===== src/rtl/slfc_pkg.sv =====
// ----------------------------------------------------------------------------
// slfc_pkg
// types, line codes and limits shared by the slip framing codec
// ----------------------------------------------------------------------------
package slfc_pkg;

  // largest receive frame the block will ever keep
  localparam int unsigned MAX_FRAME_BYTES = 2048;
  localparam int unsigned LEN_W           = 12;
  localparam int unsigned LEN_MAX         = (1 << LEN_W) - 1;
  localparam int unsigned CAP_INT         =
    (MAX_FRAME_BYTES < LEN_MAX) ? MAX_FRAME_BYTES : LEN_MAX;
  localparam logic [LEN_W-1:0] LIM_CAP    = CAP_INT[LEN_W-1:0];

  localparam logic [LEN_W-1:0] MAX_PAYLOAD_RESET = 12'd1006;

  // line codes
  localparam logic [7:0] SLIP_END     = 8'hC0;
  localparam logic [7:0] SLIP_ESC     = 8'hDB;
  localparam logic [7:0] SLIP_ESC_END = 8'hDC;
  localparam logic [7:0] SLIP_ESC_ESC = 8'hDD;

  // input selector codes
  localparam logic [1:0] FUNC_RX_BYTE  = 2'd0;
  localparam logic [1:0] FUNC_TX_BYTE  = 2'd1;
  localparam logic [1:0] FUNC_TX_EMPTY = 2'd2;

  // result kinds
  localparam logic [1:0] KIND_RX_BYTE  = 2'd0;
  localparam logic [1:0] KIND_RX_FRAME = 2'd1;
  localparam logic [1:0] KIND_TX_BYTE  = 2'd2;

  typedef struct packed {
    logic [1:0] func;
    logic [7:0] data_byte;
    logic       last_of_packet;
  } in_item_t;

  typedef struct packed {
    logic [1:0]       kind;
    logic [7:0]       byte_out;
    logic [LEN_W-1:0] frame_length;
    logic             last_of_run;
  } out_item_t;

  // one classified item: up to four results of one kind
  typedef struct packed {
    logic [2:0]       count;
    logic [1:0]       kind;
    logic [3:0][7:0]  bytes;
    logic [LEN_W-1:0] len;
  } cmd_t;

endpackage


===== src/rtl/slfc_queue.sv =====
// ----------------------------------------------------------------------------
// slfc_queue
// two-entry command queue between the front and back parts
// ----------------------------------------------------------------------------
module slfc_queue (
  input  logic          clk,
  input  logic          rst_n,
  input  logic          push,
  input  slfc_pkg::cmd_t push_cmd,
  output logic          full,
  input  logic          pop,
  output slfc_pkg::cmd_t pop_cmd,
  output logic          valid
);

  slfc_pkg::cmd_t mem_r [2];
  logic           wr_ptr_r, wr_ptr_nxt;
  logic           rd_ptr_r, rd_ptr_nxt;
  logic [1:0]     cnt_r, cnt_nxt;
  logic           do_push, do_pop;

  assign full    = (cnt_r == 2'd2);
  assign valid   = (cnt_r != 2'd0);
  assign pop_cmd = mem_r[rd_ptr_r];
  assign do_push = push && !full;
  assign do_pop  = pop && valid;

  // pointer and fill count update
  always_comb begin
    wr_ptr_nxt = wr_ptr_r ^ do_push;
    rd_ptr_nxt = rd_ptr_r ^ do_pop;
    cnt_nxt    = cnt_r;
    if (do_push && !do_pop) begin
      cnt_nxt = cnt_r + 2'd1;
    end else if (do_pop && !do_push) begin
      cnt_nxt = cnt_r - 2'd1;
    end
  end

  always_ff @(posedge clk) begin
    if (!rst_n) begin
      wr_ptr_r <= 1'b0;
      rd_ptr_r <= 1'b0;
      cnt_r    <= 2'd0;
    end else begin
      wr_ptr_r <= wr_ptr_nxt;
      rd_ptr_r <= rd_ptr_nxt;
      cnt_r    <= cnt_nxt;
    end
  end

  // entry storage
  always_ff @(posedge clk) begin
    if (do_push) begin
      mem_r[wr_ptr_r] <= push_cmd;
    end
  end

endmodule


===== src/rtl/slfc_front.sv =====
// ----------------------------------------------------------------------------
// slfc_front
// accepts items, tracks codec state and classifies each item that gives results into a command
// ----------------------------------------------------------------------------
module slfc_front (
  input  logic                         clk,
  input  logic                         rst_n,
  input  logic                         accept,
  input  slfc_pkg::in_item_t           item,
  input  logic                         cfg_we,
  input  logic [slfc_pkg::LEN_W-1:0]   cfg_wdata,
  output slfc_pkg::cmd_t               cmd,
  output logic                         cmd_valid
);

  logic [slfc_pkg::LEN_W-1:0] max_payload_r;
  logic                       esc_r, esc_nxt;
  logic [slfc_pkg::LEN_W-1:0] cnt_r, cnt_nxt;
  logic                       txp_r, txp_nxt;

  logic [slfc_pkg::LEN_W-1:0] lim;
  logic                       rx_store;
  logic [7:0]                 rx_val;
  logic [2:0]                 n;
  logic [7:0]                 b;

  assign b = item.data_byte;

  // classification and next state
  always_comb begin
    lim = max_payload_r;
    if (slfc_pkg::LIM_CAP < lim) begin
      lim = slfc_pkg::LIM_CAP;
    end
    esc_nxt  = esc_r;
    cnt_nxt  = cnt_r;
    txp_nxt  = txp_r;
    rx_store = 1'b0;
    rx_val   = b;
    n        = 3'd0;
    cmd      = '0;
    case (item.func)
      slfc_pkg::FUNC_RX_BYTE: begin
        cmd.kind = slfc_pkg::KIND_RX_BYTE;
        if (esc_r) begin
          rx_store = 1'b1;
          if (b == slfc_pkg::SLIP_ESC_END) begin
            rx_val = slfc_pkg::SLIP_END;
          end else if (b == slfc_pkg::SLIP_ESC_ESC) begin
            rx_val = slfc_pkg::SLIP_ESC;
          end
          esc_nxt = (b == slfc_pkg::SLIP_ESC);
        end else if (b == slfc_pkg::SLIP_ESC) begin
          esc_nxt = 1'b1;
        end else if (b == slfc_pkg::SLIP_END) begin
          // bare end closes a non-empty frame
          if (cnt_r != '0) begin
            cmd.kind = slfc_pkg::KIND_RX_FRAME;
            cmd.len  = cnt_r;
            n        = 3'd1;
            cnt_nxt  = '0;
          end
          esc_nxt = 1'b0;
        end else begin
          rx_store = 1'b1;
          esc_nxt  = 1'b0;
        end
        // store unless the frame is at its limit
        if (rx_store && (cnt_r < lim)) begin
          cnt_nxt      = cnt_r + 1'b1;
          cmd.bytes[0] = rx_val;
          n            = 3'd1;
        end
      end
      slfc_pkg::FUNC_TX_BYTE: begin
        cmd.kind = slfc_pkg::KIND_TX_BYTE;
        if (!txp_r) begin
          cmd.bytes[n[1:0]] = slfc_pkg::SLIP_END;
          n                 = n + 3'd1;
          txp_nxt           = 1'b1;
        end
        if (b == slfc_pkg::SLIP_END || b == slfc_pkg::SLIP_ESC) begin
          cmd.bytes[n[1:0]] = slfc_pkg::SLIP_ESC;
          n                 = n + 3'd1;
          cmd.bytes[n[1:0]] = (b == slfc_pkg::SLIP_END) ? slfc_pkg::SLIP_ESC_END
                                                         : slfc_pkg::SLIP_ESC_ESC;
          n                 = n + 3'd1;
        end else begin
          cmd.bytes[n[1:0]] = b;
          n                 = n + 3'd1;
        end
        if (item.last_of_packet) begin
          cmd.bytes[n[1:0]] = slfc_pkg::SLIP_END;
          n                 = n + 3'd1;
          txp_nxt           = 1'b0;
        end
      end
      slfc_pkg::FUNC_TX_EMPTY: begin
        cmd.kind     = slfc_pkg::KIND_TX_BYTE;
        cmd.bytes[0] = slfc_pkg::SLIP_END;
        cmd.bytes[1] = slfc_pkg::SLIP_END;
        n            = 3'd2;
        txp_nxt      = 1'b0;
      end
      default: begin
      end
    endcase
    cmd.count = n;
  end

  assign cmd_valid = accept && (n != 3'd0);

  // codec state, advanced on each input transfer
  always_ff @(posedge clk) begin
    if (!rst_n) begin
      esc_r <= 1'b0;
      cnt_r <= '0;
      txp_r <= 1'b0;
    end else if (accept) begin
      esc_r <= esc_nxt;
      cnt_r <= cnt_nxt;
      txp_r <= txp_nxt;
    end
  end

  // payload limit register
  always_ff @(posedge clk) begin
    if (!rst_n) begin
      max_payload_r <= slfc_pkg::MAX_PAYLOAD_RESET;
    end else if (cfg_we) begin
      max_payload_r <= cfg_wdata;
    end
  end

endmodule


===== src/rtl/slfc_back.sv =====
// ----------------------------------------------------------------------------
// slfc_back
// expands queued commands into result items, one per cycle while res_pop is high
// ----------------------------------------------------------------------------
module slfc_back (
  input  logic               clk,
  input  logic               rst_n,
  input  slfc_pkg::cmd_t     q_cmd,
  input  logic               q_valid,
  output logic               q_pop,
  output logic               res_valid,
  input  logic               res_pop,
  output slfc_pkg::out_item_t res
);

  slfc_pkg::cmd_t cur_r, cur_nxt;
  logic           vld_r, vld_nxt;
  logic [1:0]     idx_r, idx_nxt;
  logic           is_last, take, done, load;

  assign is_last = (({1'b0, idx_r} + 3'd1) == cur_r.count);
  assign take    = res_pop && vld_r;
  assign done    = take && is_last;
  assign load    = (!vld_r || done) && q_valid;
  assign q_pop   = load;

  // current command sequencing
  always_comb begin
    cur_nxt = cur_r;
    vld_nxt = vld_r;
    idx_nxt = idx_r;
    if (load) begin
      cur_nxt = q_cmd;
      vld_nxt = 1'b1;
      idx_nxt = 2'd0;
    end else if (done) begin
      vld_nxt = 1'b0;
    end else if (take) begin
      idx_nxt = idx_r + 2'd1;
    end
  end

  always_ff @(posedge clk) begin
    if (!rst_n) begin
      vld_r <= 1'b0;
      idx_r <= 2'd0;
    end else begin
      vld_r <= vld_nxt;
      idx_r <= idx_nxt;
    end
  end

  always_ff @(posedge clk) begin
    cur_r <= cur_nxt;
  end

  // result fields
  assign res_valid        = vld_r;
  assign res.kind         = cur_r.kind;
  assign res.byte_out     = cur_r.bytes[idx_r];
  assign res.frame_length = cur_r.len;
  assign res.last_of_run  = is_last;

endmodule


===== src/rtl/slip_framing_codec.sv =====
// ----------------------------------------------------------------------------
// slip_framing_codec
// full-duplex slip line framing: receive unescaping and transmit escaping
// ----------------------------------------------------------------------------
// The block takes one input item per cycle while in_full is low and
// delivers its results, one per cycle while out_pop is high, on the out_
// side. A receive byte gives at most one result, so receive traffic flows
// at one item per cycle; a transmit byte gives one to four line bytes, and
// the input stalls once the command queue fills, since the result side
// emits one transfer per cycle. The front part classifies each item in
// the cycle it is taken, a two-entry command queue sits between it and
// the back part, and the back part walks each command; a result passes a
// queue entry and the back part's command register before it shows on the
// ports. Configuration writes of max_payload take effect on the next item.
// ----------------------------------------------------------------------------
module slip_framing_codec (
  input  logic                       clk,
  input  logic                       rst_n,
  input  logic                       in_push,
  output logic                       in_full,
  input  slfc_pkg::in_item_t         in_item,
  output logic                       out_empty,
  input  logic                       out_pop,
  output slfc_pkg::out_item_t        out_item,
  input  logic                       cfg_we,
  input  logic [slfc_pkg::LEN_W-1:0] cfg_wdata
);

  slfc_pkg::cmd_t front_cmd, q_cmd;
  logic           front_valid, q_valid, q_pop, q_full, res_valid;
  logic           accept;

  assign in_full   = q_full;
  assign accept    = in_push && !q_full;
  assign out_empty = !res_valid;

  // front: state and classification
  slfc_front u_front (
    .clk       (clk),
    .rst_n     (rst_n),
    .accept    (accept),
    .item      (in_item),
    .cfg_we    (cfg_we),
    .cfg_wdata (cfg_wdata),
    .cmd       (front_cmd),
    .cmd_valid (front_valid)
  );

  // command queue
  slfc_queue u_queue (
    .clk      (clk),
    .rst_n    (rst_n),
    .push     (front_valid),
    .push_cmd (front_cmd),
    .full     (q_full),
    .pop      (q_pop),
    .pop_cmd  (q_cmd),
    .valid    (q_valid)
  );

  // back: result expansion
  slfc_back u_back (
    .clk       (clk),
    .rst_n     (rst_n),
    .q_cmd     (q_cmd),
    .q_valid   (q_valid),
    .q_pop     (q_pop),
    .res_valid (res_valid),
    .res_pop   (out_pop),
    .res       (out_item)
  );

endmodule


===== config.mk =====
export PLATFORM = sky130hd
export DESIGN_NAME = slip_framing_codec
export DESIGN_NICKNAME = d
export VERILOG_FILES = /design/src/rtl/slfc_pkg.sv /design/src/rtl/slfc_queue.sv /design/src/rtl/slfc_front.sv /design/src/rtl/slfc_back.sv /design/src/rtl/slip_framing_codec.sv
export SDC_FILE = /design/constraint.sdc
export NUM_CORES = 1
export LEC_CHECK = 0
export BUFFER_PORTS_ARGS = -buffer_cell sky130_fd_sc_hd__clkbuf_2
export CELL_PAD_IN_SITES_DETAIL_PLACEMENT = 0
export CELL_PAD_IN_SITES_GLOBAL_PLACEMENT = 1
export CORE_ASPECT_RATIO = 2
export CORE_MARGIN = 1
export CORE_UTILIZATION = 30
export DETAILED_ROUTE_END_ITERATION = 6
export MAX_ROUTING_LAYER = met4
export PLACE_DENSITY = 0.58
export SLEW_MARGIN = 10
export SYNTH_ARGS = -nofsm -noshare
export SYNTH_HDL_FRONTEND = slang
export SYNTH_HIERARCHICAL = 1
export SYNTH_SLANG_ARGS = --single-unit
export TNS_END_PERCENT = 1

===== constraint.sdc =====
create_clock -name clk -period 11.8 [get_ports clk]
set_input_delay 1.18 -clock clk [delete_from_list [all_inputs] [get_ports clk]]
set_output_delay 1.18 -clock clk [all_outputs]
set_load 0.05 [all_outputs]

==> results of run 1 <==
[metal layers]
layer	wire length [um]	up-vias	share of wire
met5	0	-	0
met4	590	0	0.033
met3	534	30	0.029
met2	10600	88	0.58
met1	6440	2396	0.36
li1	-	2333	-
[metrics by stage]
step / setup slack (ns) / hold slack (ns) / power [uW] / std cells / util
final: 7.36 / 0.477 / 1950 / 1001 / 0.344
after global routing: 7.05 / 0.516 / 2040 / 1001 / 0.344
after CTS: 7.40 / 0.480 / 1990 / 1001 / 0.344
after detailed placement: 6.95 / 0.462 / 1420 / 969 / 0.322
after global placement: 7.02 / 0.460 / 1410 / 969 / 0.322
after floorplan: 6.74 / 0.441 / 1330 / 615 / -
[worst reg2reg max path, stage by stage (launching register included)]
cell      delay [ns]
dfxtp_1         0.33
inv_1           0.26
nand2_1         0.11
ha_1            0.29
and4_1          0.25
o211ai_1        0.36
or2_2           0.41
nand3_1         0.34
a31oi_1         0.27
nor2b_1         0.28
ha_2            0.22
buf_4           0.52
[worst paths after layout]
kind | from | endpoint | slack (ns) | depth (start not counted)
hold / removal | u_front/max_payload_r[1] | u_front/max_payload_r[1] | 0.48 | 2
hold reg to reg | u_front/max_payload_r[1] | u_front/max_payload_r[1] | 0.48 | 2
setup / recovery | in_item[5] | u_queue/mem_r[1][2] | 7.36 | 13
setup reg to reg | u_front/max_payload_r[11] | u_queue/mem_r[1][2] | 7.71 | 11
[state kept, by name, indices dropped and copies added (netlist names), named ones only]
register and flops:
u_front/cnt_r 12, u_front/txp_r 1, u_queue/mem_r 98, u_front/esc_r 1
u_front/max_payload_r 12, u_back/idx_r 2, u_queue/wr_ptr_r 1, u_back/cur_r 35
u_queue/cnt_r 2, u_back/res 14, u_queue/rd_ptr_r 1, u_back/res_valid 1
[placed cells by master, fill, tap and decap left out, types with 11 or more instances in the layout]
cell type	instances
a21oi_1	20
and3_1	13
clkbuf_16	17
clkbuf_2	52
dfxtp_1	33
edfxtp_1	147
ha_1	22
inv_1	18
mux2_2	49
mux2i_1	16
nand2_1	47
nand3_1	25
nor2_1	18
nor3_1	11
o21ai_0	19
[cell families (layout without fill, tap and decap cells)]
family | after synthesis | count (layout)
flip-flops | 181 | 181
buffers and inverters | 71 | 109
AND/OR/NAND/NOR | 167 | 167
other | 1 | 8
XOR/XNOR | 8 | 8
multiplexers | 73 | 73
AO/OA/AOI/OAI | 83 | 83
adder cells (fa/ha/maj) | 24 | 24
[where the power goes]
part	internal [uW]	switching, uW
Combinational	150	335
Sequential	865	41.7
Clock	324	238
Total	1340	615
[final cells by class]
class	count	area, um^2
multi-input combinational	363	2760
inverter	19	71.3
timing repair buffer	58	305
fill	2597	17700
sequential	181	5100
clock buffer	21	460
clock inverter	11	126
tap	348	435
==> impl_metrics.json, run 1 <==
{
  "cts_setup_buffers": 0,
  "yosys.area_share.adder": 0.0366,
  "gr-total-overflow": 0,
  "worstSetupPathType": "input pin to flip-flop",
  "cellPowerDensity_nw_per_um2": 211,
  "clkLatencyLatePin_ns": 0.43,
  "clk_pin_slew_ns": 0.06,
  "ys_ff_latch": 181,
  "fmax_mhz": 225,
  "rows": 85,
  "syn_avg_cell_area_um2": 13.5,
  "clk_path_buf_depth": 2,
  "grt_max_degree": 51,
  "root_buffer": "clkbuf_16",
  "synth_area_leader_cell": "edfxtp_1",
  "antenna_found_initial": 0,
  "cts_tree": "yes",
  "stdcell_area_um2": 9250,
  "critPathMostFrequentCell": "o21ai_0",
  "placed_cell_area_um2": 8660,
  "cpPeakStageDelay_ns": 0.58,
  "use_met1": 0.130,
  "die_width_um": 119,
  "fin_crit_sh": 0.376,
  "end_kind": "flip-flop",
  "hold_buffers": 0,
  "synthCells": 608,
  "fin_skew_ns": 0.00761,
  "ir_worst_vdd_v": 0.0000794,
  "cts_resized": 0,
  "ant_nets": 0,
  "crit_fanout": 49,
  "ctsHtreeMaxLevel": 4,
  "fin_setup_tns_ns": 0,
  "status": "finished clean",
  "die_area_um2": 28100,
  "cts_buffers": 17,
  "tightest_slew_ns": 0.782,
  "num_vias": 4847,
  "cap_viol_max_count": 0,
  "rsz0062_at_grt": "no",
  "gp_congestion": 0.850,
  "required_ns": 11.86,
  "detailed_place_hpwl_um": 13200,
  "finalMaxSlewViolations": 0,
  "clock_sinks": 181,
  "grtUsageMet3": 0.0317,
  "synth_xor_area_frac": 0.00854,
  "crit_slowest_cell": "or4_4",
  "diodes": 0,
  "path_buf_inv": 3,
  "synth_compound_area_frac": 0.0663,
  "cp_data_arrival_time_ns": 4.50,
  "drt_pre_antenna_iters": 4,
  "synth_commonest_cells": "edfxtp_1, mux2_2, nand2_1",
  "grtUsageTotal": 0.140,
  "p_leak_uw": 0.00326,
  "yosys.area.top_type_share": 0.538,
  "drive_gt1_frac": 0.245,
  "grt_busiest_layer": "met2",
  "relSlewSlack": 0.478,
  "syn_to_final_growth_pct": 12.7,
  "synth_area_leaders": "edfxtp_1, dfxtp_1, mux2_2",
  "ioPinCount": 53,
  "port-buffer-count": 52,
  "critPathTopFamily": "simple AND/OR/NAND/NOR gates",
  "core_area_um2": 26900,
  "drt_iter0_drc": 267,
  "synth_top_family_by_area": "multiplexers",
  "synthFlopType": "edfxtp_1",
  "via_per_inst": 4.84,
  "path_cells": "clkbuf_2, or4_4, a21oi_2, inv_2, ha_1, mux2i_1, nand3_1, o21ai_0, o21ai_0, a31oi_1, nor2b_1, ha_2, buf_4",
  "muxShareOfSynthArea": 0.111,
  "initial_core_util": 0.305,
  "fin_crit_ns": 4.44,
  "setup_violations": 0,
  "grt_util_met2": 0.266,
  "ys_seq_area_frac": 0.621,
  "hold_path.class": "flip-flop to flip-flop",
  "async_flop_share": 0,
  "die_height_um": 236,
  "drcViolationCount": 0,
  "synth_warnings": 6,
  "yosysMostFrequentCell": "edfxtp_1",
  "hold_viol_final": 0,
  "critPathLaunchType": "input pin",
  "syn_area_um2": 8210,
  "routed_wl_um": 18100,
  "synthSimpleGateAreaFrac": 0.107,
  "grt_pass1_vias": 5027,
  "synth_edf_count": 147,
  "grt_pass1_wl_um": 28200,
  "wire_per_inst_um": 18.1,
  "final_nets": 692,
  "synth.distinct_cells": 61
}
No activity file was read; power rests on OpenSTA's default activity.
==> run 2, diff against run 1 <==
--- a/config.mk
+++ b/config.mk
@@ -5,6 +5,7 @@
 export SDC_FILE = /design/constraint.sdc
 export NUM_CORES = 1
 export LEC_CHECK = 0
+export ABC_AREA = 1
 export BUFFER_PORTS_ARGS = -buffer_cell sky130_fd_sc_hd__clkbuf_2
 export CELL_PAD_IN_SITES_DETAIL_PLACEMENT = 0
 export CELL_PAD_IN_SITES_GLOBAL_PLACEMENT = 1
@@ -13,7 +14,7 @@
 export CORE_UTILIZATION = 30
 export DETAILED_ROUTE_END_ITERATION = 6
 export MAX_ROUTING_LAYER = met4
-export PLACE_DENSITY = 0.58
+export PLACE_DENSITY = 0.61
 export SLEW_MARGIN = 10
 export SYNTH_ARGS = -nofsm -noshare
 export SYNTH_HDL_FRONTEND = slang
==> constraint.sdc (replaced) <==
create_clock -name clk -period 3.91 [get_ports clk]
set_input_delay 0.391 -clock clk [delete_from_list [all_inputs] [get_ports clk]]
set_output_delay 0.391 -clock clk [all_outputs]
set_load 0.05 [all_outputs]
==> impl_metrics.json, run 2 <==
{
  "required_ns": 4.05,
  "crit_slowest_cell": "or4_1",
  "clkLatencyLatePin_ns": 0.44,
  "port-buffer-count": 52,
  "fin_crit_ns": 3.57,
  "critPathMostFrequentCell": "nand2_1",
  "cp_data_arrival_time_ns": 3.70,
  "path_buf_inv": 3,
  "detailed_place_hpwl_um": 12900,
  "fillerInstances": 2740,
  "yosys.area.top_type_share": 0.522,
  "gr-total-overflow": 0,
  "stdcell_area_um2": 9620,
  "grt_pass1_wl_um": 27400,
  "crit_fanout": 24,
  "end_kind": "flip-flop",
  "ioPinCount": 53,
  "finalMaxSlewViolations": 0,
  "clk_pin_slew_ns": 0.08,
  "largest_register_ffs": 98,
  "setup_violations": 0,
  "fmax_mhz": 280,
  "synth_area_leaders": "edfxtp_1, dfxtp_1, mux2_2",
  "relSlewSlack": 0.488,
  "synthFlopType": "edfxtp_1",
  "finalCoreUtilization": 0.348,
  "critPathTopFamily": "simple AND/OR/NAND/NOR gates",
  "regToRegStartpoint": "u_front/max_payload_r[4]",
  "grtUsageTotal": 0.131,
  "num_vias": 5136,
  "ctsHtreeMaxLevel": 4,
  "worstSetupPathType": "flip-flop to flip-flop",
  "ant_nets": 0,
  "drt_pre_antenna_iters": 4,
  "grt_pass1_vias": 5137,
  "synth.distinct_cells": 44,
  "clk_path_buf_depth": 2,
  "critPathLaunchType": "flip-flop",
  "layout_common_cells": "edfxtp_1, nand2_1, inv_1",
  "yosysMostFrequentCell": "edfxtp_1",
  "status": "finished clean",
  "cp-startpoint": "u_front/max_payload_r[4]",
  "cap_viol_max_count": 0,
  "hold_start": "cfg_wdata[7]",
  "p_leak_uw": 0.00368,
  "hold_path.class": "input pin to flip-flop",
  "die_area_um2": 28900,
  "path_cells": "or4_1, nor2_1, nand3_1, nand2_2, nand2_1, ha_1, nand2_1, inv_1, nand2_1, nand2_1, nand2_1, nand2_1, nor2_2, nand3_1, nand2_1, nand2_1, a21oi_1, inv_1, nor2_2, ha_4, clkbuf_16",
  "synth_warnings": 6,
  "hold_viol_final": 0,
  "antenna_found_initial": 0,
  "cts_tree": "yes",
  "diodes": 0,
  "synthCells": 732,
  "routed_wl_um": 17500,
  "ys_ff_latch": 181,
  "clock_sinks": 181,
  "synth_area_leader_cell": "edfxtp_1",
  "cellPowerDensity_nw_per_um2": 642,
  "ys_seq_area_frac": 0.603,
  "cts_setup_buffers": 0,
  "tightest_slew_ns": 0.767,
  "gp_congestion": 0.809,
  "drive_gt1_frac": 0.255,
  "rows": 86,
  "synth_commonest_cells": "edfxtp_1, nand2_1, inv_1",
  "fin_crit_sh": 0.913,
  "final_nets": 828,
  "async_flop_share": 0,
  "ir_worst_vdd_v": 0.000310,
  "core_area_um2": 27700,
  "die_width_um": 121,
  "die_height_um": 239,
  "hold_buffers": 0,
  "hold_slack_ns": 0.159,
  "wire_per_inst_um": 15.3,
  "layout_commonest_cell": "edfxtp_1",
  "root_buffer": "clkbuf_16",
  "syn_avg_cell_area_um2": 11.5,
  "syn_to_final_growth_pct": 13.9,
  "initial_core_util": 0.306,
  "placed_cell_area_um2": 8940,
  "grt_max_degree": 52,
  "regMostFlops": "u_queue/mem_r",
  "syn_area_um2": 8450,
  "finalPower_uw": 6180,
  "cts_buffers": 17,
  "fin_skew_ns": 0.0134,
  "via_per_inst": 4.50,
  "cpPeakStageDelay_ns": 0.54,
  "drt_iter0_drc": 217,
  "drcViolationCount": 0,
  "synth_edf_count": 147
}
[run 2: cell types whose count changed after synthesis, sizes merged, moves of 9 or more]
cell and change:
a31oi -10, nand2 +71, nor2 +54, and2 -11, o21ai +16, o22ai +9, inv +53, nor2b -9
mux2i -16, a21oi +13, and3 -13, nand3 +14
[run 2: metrics by stage]
| stage | cells | setup WS, ns | setup TNS (ns) |
|---|---|---|---|
| detailed placement | 1107 | 0.122 | 0 |
| CTS | 1139 | 0.0964 | 0 |
| global placement | 1107 | 0.170 | 0 |
| finish | 1141 | 0.341 | 0 |
| floorplan | 739 | -0.292 | -28.57 |
| global route | 1141 | -0.00815 | -0.0306 |
[run 2: repair_timing]
action / in CTS / in global routing
gates resized for setup: 0 / 4
setup endpoints to repair: 0 / 100
hold endpoints to repair: 0 / 0
[run 2: layout make-up]
type                            count  area, um^2  share of cell area
Sequential cell                   181        5100               0.530
Multi-Input combinational cell    437        2770               0.288
Clock buffer                       19         475              0.0494
Tap cell                          352         440              0.0458
Timing Repair Buffer               66         425              0.0442
Inverter                           73         282              0.0293
Clock inverter                     13         130              0.0135
[run 2: cell families after synthesis]
logic type,Yosys count,share of synthesized area
buffers and inverters,121,0.0755
DFF,181,0.603
adders and majority gates,24,0.0355
AOI/OAI and AO/OA,90,0.0613
muxes,49,0.0697
xor gates and xnor gates,10,0.0113
and+or+nand+nor,256,0.143
other,1,0.000444
[run 2: worst reg2reg max path: stages (launching register included)]
cell and delay (ns):
dfxtp_1 0.32, or4_1 0.54, nor2_1 0.10, nand3_1 0.08
nand2_2 0.15, nand2_1 0.07, ha_1 0.29, nand2_1 0.07
inv_1 0.05, nand2_1 0.06, nand2_1 0.06, nand2_1 0.06
nand2_1 0.06, nor2_2 0.16, nand3_1 0.12, nand2_1 0.09
nand2_1 0.09, a21oi_1 0.13, inv_1 0.06, nor2_2 0.24
ha_4 0.23, clkbuf_16 0.23
[run 2: power by group]
part,switching (uW),internal (uW),total [uW]
Sequential,162,2640,2810
Combinational,1160,506,1670
Clock,778,919,1700
Total,2110,4070,6180
[run 2: worst paths after layout]
kind,endpoint,slack (ns),cells past startpoint
worst max-delay path,u_queue/mem_r[0][19],0.34,21
worst min-delay path,u_front/max_payload_r[7],0.16,3
worst max register to register,u_queue/mem_r[0][19],0.34,21
worst min register to register,u_front/max_payload_r[9],0.48,2
[run 2: routing by layer]
layer / up-vias / track usage / wire length, um
met5: - / - / 0
met4: 0 / 0.0655 / 582
met3: 26 / 0.0281 / 580
met2: 76 / 0.256 / 10500
met1: 2450 / 0.115 / 5860
li1: 2584 / - / -
